$ cat src/rtl/core/alps_pkg.sv
package alps_pkg;

   localparam int CSR_BITS   = 13;
   localparam int COLOR_BITS = 32;
   localparam int CHAN_BITS  = 8;

   localparam logic [CSR_BITS-1:0]  WIDTH_RESET  = 13'd1024;
   localparam logic [CSR_BITS-1:0]  HEIGHT_RESET = 13'd768;
   localparam logic [CHAN_BITS-1:0] ALPHA_OPAQUE = 8'hFF;

   typedef enum logic {
      REG_WIDTH  = 1'b0,
      REG_HEIGHT = 1'b1
   } csr_reg_type;

   typedef enum logic {
      REQ_LOAD    = 1'b0,
      REQ_ADVANCE = 1'b1
   } req_kind_type;

   // Classification of one queued item.
   typedef struct packed {
      req_kind_type kind;
      logic         vertical;
      logic         steep;
      logic         negative;
   } line_class_type;

endpackage

$ cat src/rtl/core/alps_front.sv
module alps_front #(
   parameter int COORD_BITS = 13
) (
   input  logic                             clock,
   input  logic                             reset,
   input  logic                             req_valid,
   output logic                             req_stall,
   input  alps_pkg::req_kind_type           req_type,
   input  logic signed [COORD_BITS-1:0]     req_start_x,
   input  logic signed [COORD_BITS-1:0]     req_start_y,
   input  logic signed [COORD_BITS-1:0]     req_end_x,
   input  logic signed [COORD_BITS-1:0]     req_end_y,
   input  logic [alps_pkg::COLOR_BITS-1:0]  req_line_color,
   output logic                             head_valid,
   input  logic                             head_pop,
   output alps_pkg::line_class_type         head_class,
   output logic signed [COORD_BITS-1:0]     head_col0,
   output logic signed [COORD_BITS-1:0]     head_col1,
   output logic signed [COORD_BITS-1:0]     head_row0,
   output logic signed [COORD_BITS-1:0]     head_row1,
   output logic [COORD_BITS-1:0]            head_dx,
   output logic [COORD_BITS-1:0]            head_mag,
   output logic [alps_pkg::COLOR_BITS-1:0]  head_color
);
   import alps_pkg::*;

   localparam int C = COORD_BITS;

   logic signed [C:0]   ddx, ddy;
   logic [C-1:0]        adx, ady;
   logic                steep, vertical, swap;
   logic signed [C-1:0] a0, a1, b0, b1;
   line_class_type      cls;
   logic signed [C-1:0] col0, col1, row0, row1;
   logic [C-1:0]        dx, mag;

   line_class_type       q_class_ff [2];
   logic signed [C-1:0]  q_col0_ff [2];
   logic signed [C-1:0]  q_col1_ff [2];
   logic signed [C-1:0]  q_row0_ff [2];
   logic signed [C-1:0]  q_row1_ff [2];
   logic [C-1:0]         q_dx_ff [2];
   logic [C-1:0]         q_mag_ff [2];
   logic [COLOR_BITS-1:0] q_color_ff [2];
   logic                 wr_ptr_ff, wr_ptr_in, rd_ptr_ff, rd_ptr_in;
   logic [1:0]           count_ff, count_in;
   logic                 push;

   always_comb begin
      ddx = {req_end_x[C-1], req_end_x} - {req_start_x[C-1], req_start_x};
      ddy = {req_end_y[C-1], req_end_y} - {req_start_y[C-1], req_start_y};
      adx = ddx[C] ? C'(-ddx) : ddx[C-1:0];
      ady = ddy[C] ? C'(-ddy) : ddy[C-1:0];
      vertical = (req_start_x == req_end_x);
      steep = !vertical && (ady > adx);
      a0 = steep ? req_start_y : req_start_x;
      b0 = steep ? req_start_x : req_start_y;
      a1 = steep ? req_end_y : req_end_x;
      b1 = steep ? req_end_x : req_end_y;
      swap = a0 > a1;
      if (vertical) begin
         col0 = (req_start_y < req_end_y) ? req_start_y : req_end_y;
         col1 = (req_start_y < req_end_y) ? req_end_y : req_start_y;
         row0 = req_start_x;
         row1 = req_start_x;
      end else begin
         col0 = swap ? a1 : a0;
         col1 = swap ? a0 : a1;
         row0 = swap ? b1 : b0;
         row1 = swap ? b0 : b1;
      end
      dx  = steep ? ady : adx;
      mag = steep ? adx : ady;
      cls.kind     = req_type;
      cls.vertical = vertical;
      cls.steep    = steep;
      cls.negative = (ddx[C] ^ ddy[C]) && (ddx != '0) && (ddy != '0);
   end

   assign req_stall = (count_ff == 2'd2);
   assign push      = req_valid && !req_stall;
   assign head_valid = (count_ff != 2'd0);

   always_comb begin
      wr_ptr_in = wr_ptr_ff ^ push;
      rd_ptr_in = rd_ptr_ff ^ head_pop;
      count_in  = count_ff + {1'b0, push} - {1'b0, head_pop};
   end

   always_ff @(posedge clock) begin
      if (reset) begin
         wr_ptr_ff <= 1'b0;
         rd_ptr_ff <= 1'b0;
         count_ff  <= 2'd0;
      end else begin
         wr_ptr_ff <= wr_ptr_in;
         rd_ptr_ff <= rd_ptr_in;
         count_ff  <= count_in;
      end
   end

   always_ff @(posedge clock) begin
      if (push) begin
         q_class_ff[wr_ptr_ff] <= cls;
         q_col0_ff[wr_ptr_ff]  <= col0;
         q_col1_ff[wr_ptr_ff]  <= col1;
         q_row0_ff[wr_ptr_ff]  <= row0;
         q_row1_ff[wr_ptr_ff]  <= row1;
         q_dx_ff[wr_ptr_ff]    <= dx;
         q_mag_ff[wr_ptr_ff]   <= mag;
         q_color_ff[wr_ptr_ff] <= req_line_color;
      end
   end

   assign head_class = q_class_ff[rd_ptr_ff];
   assign head_col0  = q_col0_ff[rd_ptr_ff];
   assign head_col1  = q_col1_ff[rd_ptr_ff];
   assign head_row0  = q_row0_ff[rd_ptr_ff];
   assign head_row1  = q_row1_ff[rd_ptr_ff];
   assign head_dx    = q_dx_ff[rd_ptr_ff];
   assign head_mag   = q_mag_ff[rd_ptr_ff];
   assign head_color = q_color_ff[rd_ptr_ff];

endmodule

$ cat src/rtl/core/alps_divider.sv
module alps_divider #(
   parameter int NUM_BITS = 29,
   parameter int DEN_BITS = 13
) (
   input  logic                clock,
   input  logic                reset,
   input  logic                start,
   input  logic [NUM_BITS-1:0] numer,
   input  logic [DEN_BITS-1:0] denom,
   output logic                done,
   output logic [NUM_BITS-1:0] quot
);
   localparam int CNTW = $clog2(NUM_BITS + 1);

   logic                busy_ff, busy_in, done_ff, done_in;
   logic [CNTW-1:0]     count_ff, count_in;
   logic [NUM_BITS-1:0] quot_ff, quot_in;
   logic [DEN_BITS-1:0] rem_ff, rem_in, den_ff, den_in;
   logic [DEN_BITS:0]   shifted, diff;
   logic                ge;

   always_comb begin
      shifted  = {rem_ff, quot_ff[NUM_BITS-1]};
      diff     = shifted - {1'b0, den_ff};
      ge       = (shifted >= {1'b0, den_ff});
      busy_in  = busy_ff;
      done_in  = 1'b0;
      count_in = count_ff;
      quot_in  = quot_ff;
      rem_in   = rem_ff;
      den_in   = den_ff;
      if (start) begin
         busy_in  = 1'b1;
         count_in = CNTW'(NUM_BITS);
         quot_in  = numer;
         rem_in   = '0;
         den_in   = denom;
      end else if (busy_ff) begin
         // one quotient bit per cycle
         rem_in   = ge ? diff[DEN_BITS-1:0] : shifted[DEN_BITS-1:0];
         quot_in  = {quot_ff[NUM_BITS-2:0], ge};
         count_in = count_ff - 1'b1;
         if (count_ff == CNTW'(1)) begin
            busy_in = 1'b0;
            done_in = 1'b1;
         end
      end
   end

   always_ff @(posedge clock) begin
      if (reset) begin
         busy_ff  <= 1'b0;
         done_ff  <= 1'b0;
         count_ff <= '0;
      end else begin
         busy_ff  <= busy_in;
         done_ff  <= done_in;
         count_ff <= count_in;
      end
   end

   always_ff @(posedge clock) begin
      quot_ff <= quot_in;
      rem_ff  <= rem_in;
      den_ff  <= den_in;
   end

   assign done = done_ff;
   assign quot = quot_ff;

endmodule

$ cat src/rtl/core/alps_back.sv
module alps_back #(
   parameter int COORD_BITS = 13,
   parameter int FRAC_BITS  = 16
) (
   input  logic                              clock,
   input  logic                              reset,
   input  logic                              head_valid,
   output logic                              head_pop,
   input  alps_pkg::line_class_type          head_class,
   input  logic signed [COORD_BITS-1:0]      head_col0,
   input  logic signed [COORD_BITS-1:0]      head_col1,
   input  logic signed [COORD_BITS-1:0]      head_row0,
   input  logic signed [COORD_BITS-1:0]      head_row1,
   input  logic [COORD_BITS-1:0]             head_dx,
   input  logic [COORD_BITS-1:0]             head_mag,
   input  logic [alps_pkg::COLOR_BITS-1:0]   head_color,
   input  logic [alps_pkg::CSR_BITS-1:0]     image_width,
   input  logic [alps_pkg::CSR_BITS-1:0]     image_height,
   output logic                              rsp_valid,
   input  logic                              rsp_stall,
   output logic signed [COORD_BITS:0]        rsp_pixel_x,
   output logic signed [COORD_BITS:0]        rsp_pixel_y,
   output logic [alps_pkg::COLOR_BITS-1:0]   rsp_pixel_argb,
   output logic                              rsp_on_image,
   output logic                              rsp_line_done
);
   import alps_pkg::*;

   localparam int C    = COORD_BITS;
   localparam int F    = FRAC_BITS;
   localparam int NW   = C + F;
   localparam int AW   = C + F + 1;
   localparam int PW   = C + 2;
   localparam int CMPW = (PW > CSR_BITS) ? PW : CSR_BITS;

   typedef enum logic [1:0] {
      ST_RUN = 2'b01,
      ST_DIV = 2'b10
   } ctl_state_type;

   typedef enum logic [5:0] {
      PH_END0_HI = 6'b000001,
      PH_END0_LO = 6'b000010,
      PH_END1_HI = 6'b000100,
      PH_END1_LO = 6'b001000,
      PH_INT_HI  = 6'b010000,
      PH_INT_LO  = 6'b100000
   } phase_type;

   ctl_state_type       state_ff, state_in;
   phase_type           phase_ff, phase_in;
   logic                active_ff, active_in;
   line_class_type      cls_ff, cls_in;
   logic signed [C-1:0] cur_ff, cur_in, last_ff, last_in;
   logic signed [C-1:0] row0_ff, row0_in, row1_ff, row1_in;
   logic signed [AW-1:0]  acc_ff, acc_in;
   logic signed [F+1:0]   slope_ff, slope_in;
   logic [COLOR_BITS-1:0] color_ff, color_in;

   logic                rsp_valid_ff, rsp_valid_in;
   logic signed [C:0]   rsp_x_ff, rsp_x_in, rsp_y_ff, rsp_y_in;
   logic [COLOR_BITS-1:0] rsp_argb_ff, rsp_argb_in;
   logic                rsp_on_ff, rsp_on_in, rsp_done_ff, rsp_done_in;

   logic                div_start, div_done;
   logic [NW-1:0]       div_numer, div_quot;
   logic [F:0]          q;

   logic                out_free, emit;
   logic signed [C:0]   span;
   logic signed [C:0]   acc_floor;
   logic [F-1:0]        acc_frac;
   logic signed [PW-1:0] col_p, row_p, px, py;
   logic [F:0]          cov;
   logic                done_p;
   logic [CHAN_BITS+F:0] prod_r, prod_g, prod_b;
   logic [CMPW-1:0]     ux, uy;

   assign div_numer = {head_mag, {F{1'b0}}} + NW'(head_dx >> 1);

   alps_divider #(
      .NUM_BITS(NW),
      .DEN_BITS(C)
   ) u_divider (
      .clock (clock),
      .reset (reset),
      .start (div_start),
      .numer (div_numer),
      .denom (head_dx),
      .done  (div_done),
      .quot  (div_quot)
   );

   assign q         = div_quot[F:0];
   assign out_free  = !rsp_valid_ff || !rsp_stall;
   assign span      = {last_ff[C-1], last_ff} - {cur_ff[C-1], cur_ff};
   assign acc_floor = acc_ff[AW-1:F];
   assign acc_frac  = acc_ff[F-1:0];

   // pixel and weight of the current step, swapped back to x and y; vertical lines step down rows
   always_comb begin
      col_p  = {{2{cur_ff[C-1]}}, cur_ff};
      row_p  = {{2{row0_ff[C-1]}}, row0_ff};
      cov    = {1'b1, {F{1'b0}}};
      done_p = 1'b0;
      if (cls_ff.vertical) begin
         done_p = (span <= $signed((C+1)'(0)));
      end else begin
         unique case (phase_ff)
            PH_END0_HI: ;
            PH_END0_LO: begin
               row_p = {{2{row0_ff[C-1]}}, row0_ff} + PW'(1);
               cov   = '0;
            end
            PH_END1_HI: begin
               col_p = {{2{last_ff[C-1]}}, last_ff};
               row_p = {{2{row1_ff[C-1]}}, row1_ff};
            end
            PH_END1_LO: begin
               col_p  = {{2{last_ff[C-1]}}, last_ff};
               row_p  = {{2{row1_ff[C-1]}}, row1_ff} + PW'(1);
               cov    = '0;
               done_p = (span < $signed((C+1)'(2)));
            end
            PH_INT_HI: begin
               row_p = {acc_floor[C], acc_floor};
               cov   = {1'b1, {F{1'b0}}} - {1'b0, acc_frac};
            end
            PH_INT_LO: begin
               row_p  = {acc_floor[C], acc_floor} + PW'(1);
               cov    = {1'b0, acc_frac};
               done_p = (span <= $signed((C+1)'(1)));
            end
            default: ;
         endcase
      end
      px = (cls_ff.steep || cls_ff.vertical) ? row_p : col_p;
      py = (cls_ff.steep || cls_ff.vertical) ? col_p : row_p;
      prod_r = color_ff[23:16] * cov;
      prod_g = color_ff[15:8] * cov;
      prod_b = color_ff[7:0] * cov;
      ux = CMPW'($unsigned(px));
      uy = CMPW'($unsigned(py));
   end

   always_comb begin
      state_in  = state_ff;
      phase_in  = phase_ff;
      active_in = active_ff;
      cls_in    = cls_ff;
      cur_in    = cur_ff;
      last_in   = last_ff;
      row0_in   = row0_ff;
      row1_in   = row1_ff;
      acc_in    = acc_ff;
      slope_in  = slope_ff;
      color_in  = color_ff;
      head_pop  = 1'b0;
      div_start = 1'b0;
      emit      = 1'b0;
      unique case (state_ff)
         ST_RUN: begin
            if (head_valid) begin
               if (head_class.kind == REQ_LOAD) begin
                  // take the new line; any old one is dropped
                  head_pop  = 1'b1;
                  active_in = 1'b1;
                  phase_in  = PH_END0_HI;
                  cls_in    = head_class;
                  cur_in    = head_col0;
                  last_in   = head_col1;
                  row0_in   = head_row0;
                  row1_in   = head_row1;
                  color_in  = head_color;
                  if (!head_class.vertical) begin
                     div_start = 1'b1;
                     state_in  = ST_DIV;
                  end
               end else if (out_free) begin
                  head_pop = 1'b1;
                  if (active_ff) begin
                     emit = 1'b1;
                     if (cls_ff.vertical) begin
                        if (done_p) active_in = 1'b0;
                        else cur_in = cur_ff + C'(1);
                     end else begin
                        unique case (phase_ff)
                           PH_END0_HI: phase_in = PH_END0_LO;
                           PH_END0_LO: phase_in = PH_END1_HI;
                           PH_END1_HI: phase_in = PH_END1_LO;
                           PH_END1_LO: begin
                              if (done_p) begin
                                 active_in = 1'b0;
                              end else begin
                                 cur_in   = cur_ff + C'(1);
                                 phase_in = PH_INT_HI;
                              end
                           end
                           PH_INT_HI: phase_in = PH_INT_LO;
                           PH_INT_LO: begin
                              if (done_p) begin
                                 active_in = 1'b0;
                              end else begin
                                 acc_in   = acc_ff + {{(AW-F-2){slope_ff[F+1]}}, slope_ff};
                                 cur_in   = cur_ff + C'(1);
                                 phase_in = PH_INT_HI;
                              end
                           end
                           default: active_in = 1'b0;
                        endcase
                     end
                  end
               end
            end
         end
         ST_DIV: begin
            if (div_done) begin
               slope_in = cls_ff.negative ? -$signed({1'b0, q}) : $signed({1'b0, q});
               acc_in   = $signed({row0_ff[C-1], row0_ff, {F{1'b0}}})
                          + {{(AW-F-2){slope_in[F+1]}}, slope_in};
               state_in = ST_RUN;
            end
         end
         default: state_in = ST_RUN;
      endcase
   end

   always_comb begin
      rsp_valid_in = rsp_valid_ff;
      rsp_x_in     = rsp_x_ff;
      rsp_y_in     = rsp_y_ff;
      rsp_argb_in  = rsp_argb_ff;
      rsp_on_in    = rsp_on_ff;
      rsp_done_in  = rsp_done_ff;
      if (emit) begin
         rsp_valid_in = 1'b1;
         rsp_x_in     = px[C:0];
         rsp_y_in     = py[C:0];
         rsp_argb_in  = {ALPHA_OPAQUE, prod_r[CHAN_BITS+F-1:F],
                         prod_g[CHAN_BITS+F-1:F], prod_b[CHAN_BITS+F-1:F]};
         rsp_on_in    = !px[PW-1] && !py[PW-1]
                        && (ux < CMPW'(image_width)) && (uy < CMPW'(image_height));
         rsp_done_in  = done_p;
      end else if (!rsp_stall) begin
         rsp_valid_in = 1'b0;
      end
   end

   always_ff @(posedge clock) begin
      if (reset) begin
         state_ff     <= ST_RUN;
         phase_ff     <= PH_END0_HI;
         active_ff    <= 1'b0;
         cls_ff       <= '0;
         rsp_valid_ff <= 1'b0;
      end else begin
         state_ff     <= state_in;
         phase_ff     <= phase_in;
         active_ff    <= active_in;
         cls_ff       <= cls_in;
         rsp_valid_ff <= rsp_valid_in;
      end
   end

   always_ff @(posedge clock) begin
      cur_ff      <= cur_in;
      last_ff     <= last_in;
      row0_ff     <= row0_in;
      row1_ff     <= row1_in;
      acc_ff      <= acc_in;
      slope_ff    <= slope_in;
      color_ff    <= color_in;
      rsp_x_ff    <= rsp_x_in;
      rsp_y_ff    <= rsp_y_in;
      rsp_argb_ff <= rsp_argb_in;
      rsp_on_ff   <= rsp_on_in;
      rsp_done_ff <= rsp_done_in;
   end

   assign rsp_valid      = rsp_valid_ff;
   assign rsp_pixel_x    = rsp_x_ff;
   assign rsp_pixel_y    = rsp_y_ff;
   assign rsp_pixel_argb = rsp_argb_ff;
   assign rsp_on_image   = rsp_on_ff;
   assign rsp_line_done  = rsp_done_ff;

endmodule

$ cat src/rtl/core/antialiased_line_pixel_stepper_unit.sv
// Channel  Direction  Handshake              Carries
// req      in         req_valid / req_stall  load (end points, color) or advance
// rsp      out        rsp_valid / rsp_stall  one pixel: position, ARGB, flags
// csr      in         csr_valid / csr_ready  image width (index 0) or height (1)
//
// The front takes one item per cycle into a two-entry queue while it has room.
// An advance is popped once no divide runs and the output register is free; while a line
// is active its pixel is registered there. Unstalled back-to-back advances give one per cycle.
// A non-vertical load holds the back end in its divide state until the slope divider,
// retiring one quotient bit per cycle, is done; a vertical load skips the divide.
// Reset is synchronous; it empties the queue and the output and drops any line.
// A stalled result holds in the output register; the front keeps filling the queue.
module antialiased_line_pixel_stepper_unit #(
   parameter int COORD_BITS = 13,
   parameter int FRAC_BITS  = 16
) (
   input  logic                             clock,
   input  logic                             reset,
   // request channel
   input  logic                             req_valid,
   output logic                             req_stall,
   input  alps_pkg::req_kind_type           req_type,
   input  logic signed [COORD_BITS-1:0]     req_start_x,
   input  logic signed [COORD_BITS-1:0]     req_start_y,
   input  logic signed [COORD_BITS-1:0]     req_end_x,
   input  logic signed [COORD_BITS-1:0]     req_end_y,
   input  logic [alps_pkg::COLOR_BITS-1:0]  req_line_color,
   // response channel
   output logic                             rsp_valid,
   input  logic                             rsp_stall,
   output logic signed [COORD_BITS:0]       rsp_pixel_x,
   output logic signed [COORD_BITS:0]       rsp_pixel_y,
   output logic [alps_pkg::COLOR_BITS-1:0]  rsp_pixel_argb,
   output logic                             rsp_on_image,
   output logic                             rsp_line_done,
   // register write channel
   input  logic                             csr_valid,
   output logic                             csr_ready,
   input  alps_pkg::csr_reg_type            csr_index,
   input  logic [alps_pkg::CSR_BITS-1:0]    csr_data
);
   import alps_pkg::*;

   logic [CSR_BITS-1:0] width_ff, width_in, height_ff, height_in;

   logic                         head_valid, head_pop;
   line_class_type               head_class;
   logic signed [COORD_BITS-1:0] head_col0, head_col1, head_row0, head_row1;
   logic [COORD_BITS-1:0]        head_dx, head_mag;
   logic [COLOR_BITS-1:0]        head_color;

   // the user must write only while idle; the block does not enforce it and always takes them
   assign csr_ready = 1'b1;

   always_comb begin
      width_in  = width_ff;
      height_in = height_ff;
      if (csr_valid) begin
         unique case (csr_index)
            REG_WIDTH:  width_in  = csr_data;
            REG_HEIGHT: height_in = csr_data;
            default: ;
         endcase
      end
   end

   always_ff @(posedge clock) begin
      if (reset) begin
         width_ff  <= WIDTH_RESET;
         height_ff <= HEIGHT_RESET;
      end else begin
         width_ff  <= width_in;
         height_ff <= height_in;
      end
   end

   // front: classify each transfer and queue it
   alps_front #(
      .COORD_BITS(COORD_BITS)
   ) u_front (
      .clock          (clock),
      .reset          (reset),
      .req_valid      (req_valid),
      .req_stall      (req_stall),
      .req_type       (req_type),
      .req_start_x    (req_start_x),
      .req_start_y    (req_start_y),
      .req_end_x      (req_end_x),
      .req_end_y      (req_end_y),
      .req_line_color (req_line_color),
      .head_valid     (head_valid),
      .head_pop       (head_pop),
      .head_class     (head_class),
      .head_col0      (head_col0),
      .head_col1      (head_col1),
      .head_row0      (head_row0),
      .head_row1      (head_row1),
      .head_dx        (head_dx),
      .head_mag       (head_mag),
      .head_color     (head_color)
   );

   // back: slope divide on a non-vertical load, one pixel per advance while a line is active
   alps_back #(
      .COORD_BITS(COORD_BITS),
      .FRAC_BITS (FRAC_BITS)
   ) u_back (
      .clock          (clock),
      .reset          (reset),
      .head_valid     (head_valid),
      .head_pop       (head_pop),
      .head_class     (head_class),
      .head_col0      (head_col0),
      .head_col1      (head_col1),
      .head_row0      (head_row0),
      .head_row1      (head_row1),
      .head_dx        (head_dx),
      .head_mag       (head_mag),
      .head_color     (head_color),
      .image_width    (width_ff),
      .image_height   (height_ff),
      .rsp_valid      (rsp_valid),
      .rsp_stall      (rsp_stall),
      .rsp_pixel_x    (rsp_pixel_x),
      .rsp_pixel_y    (rsp_pixel_y),
      .rsp_pixel_argb (rsp_pixel_argb),
      .rsp_on_image   (rsp_on_image),
      .rsp_line_done  (rsp_line_done)
   );

endmodule
$ cat config.mk
export PLATFORM = sky130hd
export DESIGN_NAME = antialiased_line_pixel_stepper_unit
export DESIGN_NICKNAME = d
export VERILOG_FILES = /design/src/rtl/core/alps_pkg.sv /design/src/rtl/core/alps_front.sv /design/src/rtl/core/alps_divider.sv /design/src/rtl/core/alps_back.sv /design/src/rtl/core/antialiased_line_pixel_stepper_unit.sv
export SDC_FILE = /design/constraint.sdc
export NUM_CORES = 2
export LEC_CHECK = 0
export BUFFER_PORTS_ARGS = -buffer_cell sky130_fd_sc_hd__clkbuf_2
export CAP_MARGIN = 0
export CORE_ASPECT_RATIO = 0.6
export CORE_MARGIN = 4
export CORE_UTILIZATION = 42
export DETAILED_ROUTE_END_ITERATION = 8
export GPL_TIMING_DRIVEN = 0
export HOLD_SLACK_MARGIN = 0.15
export SLEW_MARGIN = 25
export SYNTH_ARGS = -nofsm -noshare
export SYNTH_HDL_FRONTEND = slang
export SYNTH_HIERARCHICAL = 1
export SYNTH_SLANG_ARGS = --single-unit
$ cat constraint.sdc
create_clock -name clock -period 8.2 [get_ports clock]
set_clock_uncertainty 0.1 [all_clocks]
set_input_delay 0.41 -clock clock [delete_from_list [all_inputs] [get_ports clock]]
set_output_delay 0.41 -clock clock [all_outputs]
set_load 0.1 [all_outputs]
==> flow_summary.yaml <==
grt:
  track_usage: 0.234
  grt_max_degree: 46
  grt_pass1_wl_um: 184000
  antenna_found_initial: 10
  grt_overflow: 0
  grt_pass1_vias: 29306
placement:
  pre_cts_slack_ps: -828
  placed_cells: 5391
  dpl.hpwl_um: 96200
  dpl_cell_area_um2: 43300
  gp_congestion: 0.965
  port_buffers: 151
logic_synthesis:
  avgSynthCellArea_um2: 10.4
  syn_inst: 3910
  yosys_warnings: 6
  syn_area_um2: 40600
clocking:
  cts_buffer_depth: 3
  cts_made_buffers: 49
  cts_sinks: 495
  cts_tree: "done"
  clk_latency_ps: 620
  clk_pin_slew_ps: 70
  root_buffer: "clkbuf_16"
  h-tree-depth: 2
route:
  drt_iter0_markers: 3183
  drt-pass1-iter-count: 9
  ant_nets: 0
  routed_wl_um: 121000
  via_count: 30625
  wire_per_inst_um: 21.9
  viasPerCell: 5.52
  post-route-drc-count: 0
worst_setup_path:
  path_class: "reg -> reg"
  cp_max_fo: 10
  worstSetupStartpointType: "flop"
  reg2reg_from: "u_back/acc_ff[1]$_DFFE_PP_"
  crit_path_end_kind: "flop"
  worstSetupStartpoint: "u_back/acc_ff[1]$_DFFE_PP_"
  arrival_ps: 8230
  cp.required_ps: 8450
die:
  die-height_um: 249
  die_x_um: 409
  coreArea_um2: 96000
  io_pins: 169
  placementRows: 88
  die_area_um2: 102000
  initial_core_util: 0.423
timing:
  fmax_mhz: 125
  period_needed_ps: 7970
  relSlewSlack: 0.303
  slew_viol_final: 0
  worstMarginPinSlew_ps: 1040
  setup_ws_ps: 227
  period_share: 0.972
  hold_viol: 0
  finalSetupViolCount: 0
outcome:
  status: "completed"
power_and_ir_drop:
  power_mw: 13.3
  leakagePower_nw: 19.6
  peakVddDrop_mv: 0.233
  powerDensity_nw_per_um2: 291
final_layout:
  design_area_um2: 45800
  drive_above_1_share: 0.127
  layout_common_cells: "inv_1, edfxtp_1, and2_1"
  mostFrequentLayoutCell: "inv_1"
  fin_cells: 5550
  utilization: 0.477
  syn_to_final_growth_pct: 12.8
  fin_nets: 4854
job:
  maxCapViolations: 0
hold_path:
  worstHoldStart: "req_valid"
  hp-class: "in -> reg"
metal layers:
metal	GRT usage	up-vias	wire length (um)
met3	0.0697	98	13700
met5	0	-	47
met1	0.395	15033	62500
met2	0.291	1244	43900
li1	-	14244	-
met4	0.0261	6	1200
state kept, by name (all words and copies together) (netlist names), 8 cells and up:
signal	cells
u_front/q_color_ff	48
u_back/acc_ff	30
u_back/u_divider/quot	29
u_front/q_col0_ff	26
u_front/q_col1_ff	26
u_front/q_dx_ff	26
u_front/q_mag_ff	26
u_front/q_row0_ff	26
u_front/q_row1_ff	26
u_back/color_ff	24
u_back/rsp_pixel_argb	24
u_back/slope_ff	18
u_back/rsp_pixel_x	14
u_back/rsp_pixel_y	14
height_ff	13
u_back/cur_ff	13
u_back/last_ff	13
u_back/row0_ff	13
u_back/row1_ff	13
u_back/u_divider/den_ff	13
u_back/u_divider/rem_ff	13
width_ff	13
u_front/q_class_ff	8
final cells by class:
type | instances | area, um^2
Multi-Input combinational cell | 2799 | 24100
Sequential cell | 495 | 14200
Buffer | 180 | 823
Clock buffer | 53 | 1260
Antenna cell | 3 | 7.51
Tap cell | 1305 | 1630
Timing Repair Buffer | 231 | 1570
Fill cell | 8979 | 50200
Inverter | 445 | 1680
Clock inverter | 39 | 453
power by group:
part / leakage (nW) / switching [mW] / total, mW / internal (mW)
sequential: 4.51 / 0.451 / 4.39 / 3.94
combinational: 14.2 / 4.10 / 6.51 / 2.40
clock: 0.829 / 1.06 / 2.45 / 1.38
path summary, 6_finish.rpt:
| kind | to | slack [ps] | cells past startpoint |
|---|---|---|---|
| max reg2reg | u_back/rsp_pixel_argb[7]$_DFFE_PP_ | 230 | 25 |
| max | u_back/rsp_pixel_argb[7]$_DFFE_PP_ | 230 | 25 |
| min reg2reg | width_ff[9]$_SDFFE_PP0P_ | 360 | 2 |
| min | u_front/count_ff[1]$_SDFF_PP0_ | 200 | 5 |
per-stage QoR:
stage,hold slack [ps],setup TNS (ps)
after global placement,347,-60180
after detailed placement,354,-34560
after floorplan,335,0
after global routing,190,-11.3
after CTS,158,-4.91
final,202,0
critical path: stages (launching register included):
cell and delay [ps]:
edfxtp_1 460, inv_1 150, ha_1 200, or3b_1 410
or3_4 360, or4b_4 530, nor3_4 210, nand2_1 130
a311oi_4 440, clkbuf_2 320, and2_1 180, fa_1 450
fa_1 470, fa_1 540, inv_1 50, fa_1 540
inv_1 70, ha_1 350, nand4_1 100, a211o_1 300
a22oi_2 390, nand4_1 240, a31oi_2 280, a21oi_1 150
o21bai_1 180, xnor2_1 80
timing repair:
item / 4_1_cts / 5_1_grt
pin swaps: 6 / 16
resized for setup: 13 / 45
endpoints found under the hold margin: 77 / 0
setup buffers: 6 / 14
hold buffers: 45 / 0
setup endpoints to repair: 29 / 105
No activity file was read; power rests on OpenSTA's default activity.
